<file path="src/hdl/fre_pkg.sv">
// ----------------------------------------------------------------------------
// fre_pkg
// Types and constants shared by the four-rate envelope top level and its
// step unit.
// ----------------------------------------------------------------------------
`timescale 1ns / 1ps

package fre_pkg;

   localparam int unsigned LEVEL_W  = 28;
   localparam int unsigned RATE_W   = 7;
   localparam int unsigned OFFSET_W = 5;
   localparam int unsigned NUM_RATES = 4;

   localparam logic [LEVEL_W-1:0] JUMP_LEVEL   = 28'd112459776;
   localparam logic [LEVEL_W-1:0] SILENT_LEVEL = 28'd1048576;
   localparam logic [LEVEL_W:0]   CEIL_LEVEL   = 29'd285212672;

   localparam logic [1:0] MODE_TICK  = 2'd0;
   localparam logic [1:0] MODE_ON    = 2'd1;
   localparam logic [1:0] MODE_OFF   = 2'd2;
   localparam logic [1:0] MODE_CLEAR = 2'd3;

   localparam logic [2:0] PH_IDLE    = 3'd0;
   localparam logic [2:0] PH_ATTACK  = 3'd1;
   localparam logic [2:0] PH_DECAY   = 3'd2;
   localparam logic [2:0] PH_SUSTAIN = 3'd3;
   localparam logic [2:0] PH_RELEASE = 3'd4;

   typedef struct packed {
      logic [1:0]                           mode;
      logic [NUM_RATES-1:0][LEVEL_W-1:0]    targets;
      logic [OFFSET_W-1:0]                  offset;
   } cmd_type;

   typedef struct packed {
      logic [LEVEL_W-1:0]                   level;
      logic [2:0]                           phase;
      logic [NUM_RATES-1:0][LEVEL_W-1:0]    targets;
      logic [OFFSET_W-1:0]                  offset;
   } env_state_type;

endpackage

</file>
<file path="src/hdl/fm_four_rate_envelope.sv">
// ----------------------------------------------------------------------------
// fm_four_rate_envelope
// Four-rate, four-level envelope in the log domain, one request per cycle when not stalled.
// ----------------------------------------------------------------------------
// Requests enter on req_*: tuser carries the mode (tick, note-on, note-off,
// clear), tdata the four target levels and the key rate offset, which only a
// note-on takes. Every request yields exactly one response on rsp_*: the
// level and phase after that request.
// An accepted request is loaded into the request register, its step result
// into the response register once that is free. Throughput is one request
// per clock while the receiver does not stall; the level and phase registers
// close their loop through a single step unit. When the receiver stalls, the
// response register holds and the request register fills; req_tready drops
// only while both are full. Rates must be written through csr_* by index
// (attack, decay, sustain, release) only while no request is in flight; the
// block does not enforce this. Synchronous reset clears the rates, level,
// held targets and offset, sets the phase to idle and empties both stages.
// ----------------------------------------------------------------------------
`timescale 1ns / 1ps

module fm_four_rate_envelope (
   input  logic          clock,
   input  logic          reset,
   input  logic          req_tvalid,
   output logic          req_tready,
   // [27:0] first_target, [55:28] second_target, [83:56] third_target,
   // [111:84] fourth_target, [116:112] key_rate_offset, [119:117] zero
   input  logic [119:0]  req_tdata,
   // [1:0] mode
   input  logic [1:0]    req_tuser,
   output logic          rsp_tvalid,
   input  logic          rsp_tready,
   // [27:0] log_level, [31:28] zero
   output logic [31:0]   rsp_tdata,
   // [2:0] phase
   output logic [2:0]    rsp_tuser,
   input  logic          csr_we,
   input  logic [1:0]    csr_index,
   input  logic [6:0]    csr_wdata
);

   fre_pkg::env_state_type                                 state_ff, state_in;
   fre_pkg::cmd_type                                       cmd_ff, cmd_in;
   logic [fre_pkg::NUM_RATES-1:0][fre_pkg::RATE_W-1:0]     rate_ff, rate_in;
   logic                                                   cmd_valid_ff, cmd_valid_in;
   logic                                                   rsp_valid_ff, rsp_valid_in;
   logic [fre_pkg::LEVEL_W-1:0]                            rsp_level_ff, rsp_level_in;
   logic [2:0]                                             rsp_phase_ff, rsp_phase_in;
   fre_pkg::env_state_type                                 step_nxt;
   logic                                                   req_take;
   logic                                                   advance;

   fre_step u_step (
      .cur   (state_ff),
      .cmd   (cmd_ff),
      .rates (rate_ff),
      .nxt   (step_nxt)
   );

   assign advance    = cmd_valid_ff && (!rsp_valid_ff || rsp_tready);
   assign req_tready = !cmd_valid_ff || advance;
   assign req_take   = req_tvalid && req_tready;

   always_comb begin
      cmd_in.mode       = req_tuser;
      cmd_in.targets[0] = req_tdata[27:0];
      cmd_in.targets[1] = req_tdata[55:28];
      cmd_in.targets[2] = req_tdata[83:56];
      cmd_in.targets[3] = req_tdata[111:84];
      cmd_in.offset     = req_tdata[116:112];

      cmd_valid_in = req_take ? 1'b1 : (advance ? 1'b0 : cmd_valid_ff);
      state_in     = advance ? step_nxt : state_ff;

      rsp_valid_in = advance ? 1'b1 : (rsp_tready ? 1'b0 : rsp_valid_ff);
      rsp_level_in = advance ? step_nxt.level : rsp_level_ff;
      rsp_phase_in = advance ? step_nxt.phase : rsp_phase_ff;

      rate_in = rate_ff;
      if (csr_we) begin
         rate_in[csr_index] = csr_wdata;
      end
   end

   always_ff @(posedge clock) begin
      if (reset) begin
         cmd_valid_ff <= 1'b0;
         rsp_valid_ff <= 1'b0;
         rate_ff      <= '0;
         state_ff     <= '0;
      end else begin
         cmd_valid_ff <= cmd_valid_in;
         rsp_valid_ff <= rsp_valid_in;
         rate_ff      <= rate_in;
         state_ff     <= state_in;
      end
   end

   always_ff @(posedge clock) begin
      if (req_take) begin
         cmd_ff <= cmd_in;
      end
      rsp_level_ff <= rsp_level_in;
      rsp_phase_ff <= rsp_phase_in;
   end

   assign rsp_tvalid = rsp_valid_ff;
   assign rsp_tdata  = {4'b0000, rsp_level_ff};
   assign rsp_tuser  = rsp_phase_ff;

   a_rsp_matches_state: assert property (@(posedge clock) disable iff (reset)
      advance |=> (rsp_level_ff == state_ff.level) && (rsp_phase_ff == state_ff.phase))
      else $error("response differs from envelope state");

   a_clear_to_idle: assert property (@(posedge clock) disable iff (reset)
      (advance && cmd_ff.mode == fre_pkg::MODE_CLEAR)
      |=> (state_ff.phase == fre_pkg::PH_IDLE) && (state_ff.level == '0))
      else $error("clear did not reach idle");

   a_note_on_starts: assert property (@(posedge clock) disable iff (reset)
      (advance && cmd_ff.mode == fre_pkg::MODE_ON)
      |=> (state_ff.phase == fre_pkg::PH_ATTACK || state_ff.phase == fre_pkg::PH_DECAY))
      else $error("note-on did not start attack or decay");

   a_release_exit: assert property (@(posedge clock) disable iff (reset)
      (advance && cmd_ff.mode == fre_pkg::MODE_TICK && state_ff.phase == fre_pkg::PH_RELEASE)
      |=> (state_ff.phase == fre_pkg::PH_RELEASE || state_ff.phase == fre_pkg::PH_IDLE))
      else $error("release left to a wrong phase");

   a_state_holds: assert property (@(posedge clock) disable iff (reset)
      !advance |=> $stable(state_ff))
      else $error("envelope state moved without a request");

endmodule

</file>
<file path="src/hdl/fre_step.sv">
// ----------------------------------------------------------------------------
// fre_step
// Next-state logic of the envelope: applies one request (tick, note-on,
// note-off or clear) to the current level, phase and held targets.
// ----------------------------------------------------------------------------
`timescale 1ns / 1ps

module fre_step (
   input  fre_pkg::env_state_type                                   cur,
   input  fre_pkg::cmd_type                                         cmd,
   input  logic [fre_pkg::NUM_RATES-1:0][fre_pkg::RATE_W-1:0]       rates,
   output fre_pkg::env_state_type                                   nxt
);

   logic [1:0]                    p_idx;
   logic [fre_pkg::LEVEL_W-1:0]   tgt;
   logic [fre_pkg::RATE_W-1:0]    rate;
   logic [12:0]                   scaled;
   logic [7:0]                    q_sum;
   logic [5:0]                    qrate;
   logic [2:0]                    mant;
   logic [4:0]                    shamt;
   logic [25:0]                   inc;
   logic [fre_pkg::LEVEL_W-1:0]   gap;
   logic                          fall_done;
   logic [fre_pkg::LEVEL_W-1:0]   fall_level;
   logic [fre_pkg::LEVEL_W-1:0]   base;
   logic [fre_pkg::LEVEL_W:0]     head;
   logic [4:0]                    mult;
   logic [30:0]                   prod;
   logic [31:0]                   rise_sum;
   logic                          rise_done;
   logic                          done;
   logic [fre_pkg::LEVEL_W-1:0]   moved;

   assign p_idx = 2'(cur.phase - fre_pkg::PH_ATTACK);
   assign tgt   = cur.targets[p_idx];
   assign rate  = rates[p_idx];

   // step rate and increment
   assign scaled = 13'(rate) * 13'd41;
   assign q_sum  = {1'b0, scaled[12:6]} + {3'b000, cur.offset};
   assign qrate  = (q_sum > 8'd63) ? 6'd63 : q_sum[5:0];
   assign mant   = {1'b1, qrate[1:0]};
   assign shamt  = 5'd8 + {1'b0, qrate[5:2]};
   assign inc    = 26'(mant) << shamt;

   // linear fall
   assign gap        = cur.level - tgt;
   assign fall_done  = {2'b00, inc} >= gap;
   assign fall_level = cur.level - 28'(inc);

   // jump-started rise
   assign base      = (cur.level < fre_pkg::JUMP_LEVEL) ? fre_pkg::JUMP_LEVEL : cur.level;
   assign head      = fre_pkg::CEIL_LEVEL - {1'b0, base};
   assign mult      = head[28:24];
   assign prod      = 31'(mult) * 31'(inc);
   assign rise_sum  = {4'b0000, base} + {1'b0, prod};
   assign rise_done = rise_sum >= {4'b0000, tgt};

   always_comb begin
      if (cur.level > tgt) begin
         done  = fall_done;
         moved = fall_done ? tgt : fall_level;
      end else if (cur.level < tgt) begin
         done  = rise_done;
         moved = rise_done ? tgt : rise_sum[27:0];
      end else begin
         done  = 1'b1;
         moved = cur.level;
      end
   end

   always_comb begin
      nxt = cur;
      case (cmd.mode)
         fre_pkg::MODE_ON: begin
            nxt.targets = cmd.targets;
            nxt.offset  = cmd.offset;
            if (cur.level <= fre_pkg::SILENT_LEVEL || cur.phase == fre_pkg::PH_IDLE) begin
               nxt.level = '0;
               nxt.phase = fre_pkg::PH_ATTACK;
            end else begin
               nxt.phase = (cur.level >= cmd.targets[0]) ? fre_pkg::PH_DECAY
                                                         : fre_pkg::PH_ATTACK;
            end
         end
         fre_pkg::MODE_OFF: begin
            if (cur.phase != fre_pkg::PH_RELEASE && cur.phase != fre_pkg::PH_IDLE) begin
               nxt.phase = fre_pkg::PH_RELEASE;
            end
         end
         fre_pkg::MODE_CLEAR: begin
            nxt.phase = fre_pkg::PH_IDLE;
            nxt.level = '0;
         end
         default: begin
            case (cur.phase)
               fre_pkg::PH_ATTACK, fre_pkg::PH_DECAY,
               fre_pkg::PH_SUSTAIN, fre_pkg::PH_RELEASE: begin
                  nxt.level = moved;
                  if (done && cur.phase != fre_pkg::PH_SUSTAIN) begin
                     nxt.phase = (cur.phase == fre_pkg::PH_RELEASE) ? fre_pkg::PH_IDLE
                                                                    : 3'(cur.phase + 3'd1);
                  end
               end
               default: begin
                  nxt.phase = fre_pkg::PH_IDLE;
                  nxt.level = cur.targets[3];
               end
            endcase
         end
      endcase
   end

endmodule

</file>
<file path="config.mk">
export PLATFORM = sky130hd
export DESIGN_NAME = fm_four_rate_envelope
export DESIGN_NICKNAME = d
export VERILOG_FILES = /design/src/hdl/fre_pkg.sv /design/src/hdl/fm_four_rate_envelope.sv /design/src/hdl/fre_step.sv
export SDC_FILE = /design/constraint.sdc
export NUM_CORES = 1
export LEC_CHECK = 0
export ABC_AREA = 1
export BUFFER_PORTS_ARGS = -buffer_cell sky130_fd_sc_hd__buf_2
export CORE_MARGIN = 2
export CORE_UTILIZATION = 57
export DETAILED_ROUTE_END_ITERATION = 16
export GPL_TIMING_DRIVEN = 0
export HOLD_SLACK_MARGIN = 0.06
export PLACE_DENSITY = 0.75
export SYNTH_ARGS = -nofsm -noshare
export SYNTH_HDL_FRONTEND = slang
export SYNTH_HIERARCHICAL = 1
export SYNTH_SLANG_ARGS = --single-unit
</file>
<file path="constraint.sdc">
create_clock -name clock -period 10.7 [get_ports clock]
set_input_delay 1.07 -clock clock [delete_from_list [all_inputs] [get_ports clock]]
set_output_delay 1.07 -clock clock [all_outputs]
set_load 0.02 [all_outputs]
</file>
==> impl_results.md <==
* Final period util at 1.037
* Flop and latch count out of synthesis at 328
* Top cells by area in the synthesized netlist: sky130_fd_sc_hd__edfxtp_1 (16%), sky130_fd_sc_hd__nand2_1 (15%), sky130_fd_sc_hd__dfxtp_1 (13%)
* Slowest CP cell: sky130_fd_sc_hd__fa_1
* Tmin final at 11.10 ns
* Die Area at 0.05164 mm²
* Longest individual stage delay on the worst path at around 0.57 ns
* CTS max path bufs at 3
* Place WS at -2.923 ns
* HP Class: reg2reg
* Routability congestion estimate at 1.048
* GRT met1 Usage at 0.4842
* Root buffer cell: sky130_fd_sc_hd__clkbuf_16
* Most used standard cells in the synthesized netlist: sky130_fd_sc_hd__nand2_1 (1,157), sky130_fd_sc_hd__inv_1 (599), sky130_fd_sc_hd__nor2_1 (405)
* Floorplan die width at 227.2 µm
* Post-synthesis cell type with the largest combined area: sky130_fd_sc_hd__edfxtp_1
* Sink count of the clock tree at ~330
* Vias at 29,110
* Level count of the clock H-tree at 2
* Drt via density at 5.655
* Sum of overflow across all layers after global routing at 0
* Detailed Place HPWL at roughly 79,000 µm
* Wire length of the first global-routing pass at between 150,000 and 200,000 µm
* Maximum number of pins on one net before global-route repair at 79
* I/O pin count at 173
* Final Hold Vio Count at 0
* Data required, critical path at roughly 11 ns
* Core footprint at 0.04905 mm²
* Ratio of cells with drive above 1 in the final layout at 0.1733
* Max-slew headroom at 0.3002
* Syn Inst Count at 4,079
* Number of global-route vias before repair at about 27,000
* Utilization of the core after routing at 0.6901
* CTS clock-pin slew for the worst setup and hold paths at 0.07 ns
* Data arrival, critical path at 11.52 ns
* Finish-stage setup viols at 62
* Unrepaired setup endpoints after global routing: true
* Starting Density at 0.5791
* Clock insertion delay at the later pin of the skew report at 0.54 ns
* Pin slew with the least headroom to its limit at 1.039 ns
* Run status: finished, violations left
* DRC viols at 0
* Max-Cap Viols at 0
* Setup_tns at -16.31 ns
* Final setup skew at between 0.015 and 0.02 ns
* DIE HEIGHT at 227.2 µm
* Largest delay contributor family on the critical path: adder cells
* Setup ws final at -0.3995 ns
* Fin. max-slew vios at 0
* Library cell appearing most often on the critical path: sky130_fd_sc_hd__nand2_1
* Count of cell types in the netlist at 65
* Number of violations reported at the end of detailed-routing iteration 0 at 2,946
* Ys flop type: sky130_fd_sc_hd__dfxtp_1
* Number of enable-type register cells in the synthesized netlist at 150
* Worst supply voltage drop on vdd at 0.4156 mV
* Critical path buffers and inverters at 21
* Cell Pwr Density at 395.2 mW/mm²
* Startpoint type of the worst setup path: flip-flop
* GR met2 Demand/Resource at 0.6270
* Leakage power figure at between 15 and 20 nW
* Ant diodes at 0
* Routed wire length at 104,000 µm
* Detailed-routing iteration count for the pre-antenna-repair pass at 7
* Number of nets still failing antenna checks after routing at 0
* Clock tree from TritonCTS: done
* Number of fill cells in the layout at 4,330
* Number of buffers added on ports at 164
* Sequential share of the synthesized area at 0.2840
* Number of antenna violations at the first check in global routing at 0
* Count leader, synth: sky130_fd_sc_hd__nand2_1
* Number of nets in the final layout at about 4,900
* Post-synthesis instance area at 0.02841 mm²
* Setup Crit Path Kind: reg2reg
* Violated checks: setup timing
* TritonCTS Buffers at 35
* Asr flop ratio synth at 0
* Layout Area Growth over Synthesis at 19.16%
* Top fanout value on the critical path at 7
* Grt peak-use layer: met2
* Routed wire per std cell at roughly 20 µm
* Number of cell rows at around 80
* Sort of element at the end of the critical path: flip-flop
* Ys Warns at 6
* Met3 capacity usage during global routing at 0.05356
* Area fraction of the dominant cell type after synthesis at 0.1586
* Max Fclk at about 90 MHz
* Average footprint of a synthesized cell at between 6 and 7 µm²
* All-layer global routing usage at 0.3930
[per-stage QoR]
step | power [mW] | instances | area (µm²) | hold slack (ns)
2_1_floorplan | 6.703 | 4150 | 28680 | 0.4519
3_3_place_gp | 8.738 | 4978 | 30330 | 0.4680
3_5_place_dp | 8.786 | 4980 | 30400 | 0.4698
4_1_cts | 11.87 | 5109 | 32990 | 0.4863
5_1_grt | 14.19 | 5148 | 33850 | 0.5393
6_report | 13.38 | 5148 | 33850 | 0.4826
[path summary, 6_finish.rpt]
path	startpoint	slack (ns)	cells past startpoint	endpoint
worst max-delay path	state_ff[117]$_SDFFE_PP0P_	-0.40	67	state_ff[120]$_SDFFE_PP0P_
worst min register to register	rate_ff[0]$_SDFFE_PP0P_	0.48	2	rate_ff[0]$_SDFFE_PP0P_
worst min-delay path	rate_ff[0]$_SDFFE_PP0P_	0.48	2	rate_ff[0]$_SDFFE_PP0P_
worst max register to register	state_ff[117]$_SDFFE_PP0P_	-0.40	67	state_ff[120]$_SDFFE_PP0P_
[per-layer routing]
metal / vias to the layer above / share of wire
met5: - / 0
met4: 0 / 0.083
met3: 424 / 0.089
met2: 1593 / 0.45
met1: 13340 / 0.38
li1: 13750 / -
[cell type report]
cell class | instances | area (µm²) | area share
flip-flops and latches | 328 | 8071 | 0.2385
inverters | 620 | 2365 | 0.06986
clock inverters | 24 | 236.5 | 0.006986
multi-input cells | 3012 | 18580 | 0.5489
plain buffers | 188 | 1070 | 0.03160
clock buffers | 39 | 912.1 | 0.02695
well taps | 664 | 830.8 | 0.02454
repair buffers | 273 | 1783 | 0.05267
[power breakdown]
group	internal (mW)	total (mW)	leakage [nW]	switching (mW)
Clock	0.698	1.23	0.552	0.534
Combinational	4.25	10.7	13.4	6.40
Sequential	1.40	1.49	2.94	0.0898
Total	6.35	13.4	16.8	7.03
[kinds of logic after synthesis]
| group | share of synthesized area |
|---|---|
| buf+inv | 0.1166 |
| flops | 0.2840 |
| simple gates | 0.2990 |
| fa+ha+maj | 0.1652 |
| xor+xnor | 0.02555 |
| compound gates | 0.1093 |
| other cells | 0.0003964 |
[registers in the layout, summed over array words and instances (netlist names)]
register      flops
state_ff        148
rsp_tuser         3
rsp_tvalid        1
cmd_ff          119
cmd_valid_ff      1
rsp_level_ff     28
rate_ff          28
[worst min-delay path: cells and delay by family (launching register included)]
kind / cells / cell delay [ns]
flip-flops: 1 / 0.33
AO/OA/AOI/OAI: 1 / 0.04
AND/OR/NAND/NOR: 1 / 0.08
[layout by cell type, fill, tap and decap left out, types with 7 or more instances in the layout]
master                      count
sky130_fd_sc_hd__o31ai_1        7
sky130_fd_sc_hd__conb_1        74
sky130_fd_sc_hd__o21bai_1      13
sky130_fd_sc_hd__ha_4          20
sky130_fd_sc_hd__xor2_1        41
sky130_fd_sc_hd__nand4_1       70
sky130_fd_sc_hd__ha_2           7
sky130_fd_sc_hd__fa_1         101
sky130_fd_sc_hd__dfxtp_1      177
sky130_fd_sc_hd__inv_2         43
sky130_fd_sc_hd__a31oi_1       25
sky130_fd_sc_hd__edfxtp_1     150
sky130_fd_sc_hd__nand3_1      255
sky130_fd_sc_hd__nand2_1     1081
sky130_fd_sc_hd__a21oi_1      284
sky130_fd_sc_hd__o21ai_0       97
sky130_fd_sc_hd__a32o_1        27
sky130_fd_sc_hd__buf_6         37
sky130_fd_sc_hd__clkbuf_16     39
sky130_fd_sc_hd__inv_1        569
sky130_fd_sc_hd__buf_1          7
sky130_fd_sc_hd__a21o_1        10
sky130_fd_sc_hd__clkbuf_1      79
sky130_fd_sc_hd__buf_2        234
sky130_fd_sc_hd__nor2_2        34
sky130_fd_sc_hd__nor2_4        14
sky130_fd_sc_hd__a21oi_2       19
sky130_fd_sc_hd__nand3_2       34
sky130_fd_sc_hd__buf_4         96
sky130_fd_sc_hd__xnor2_1       24
sky130_fd_sc_hd__nand2_4       19
sky130_fd_sc_hd__nand2_2       77
sky130_fd_sc_hd__nor3_1        23
sky130_fd_sc_hd__o21ai_2        8
sky130_fd_sc_hd__nor2_1       366
sky130_fd_sc_hd__xor2_2         7
sky130_fd_sc_hd__ha_1         180
[repair_timing]
action                                  CTS  global route
pin swaps                               103           127
resized for setup                       214           166
buffers inserted                         65            40
cloned                                    1             1
hold buffers                              0             0
endpoints found under the setup margin   62            62
No activity file was read; power rests on OpenSTA's default activity.
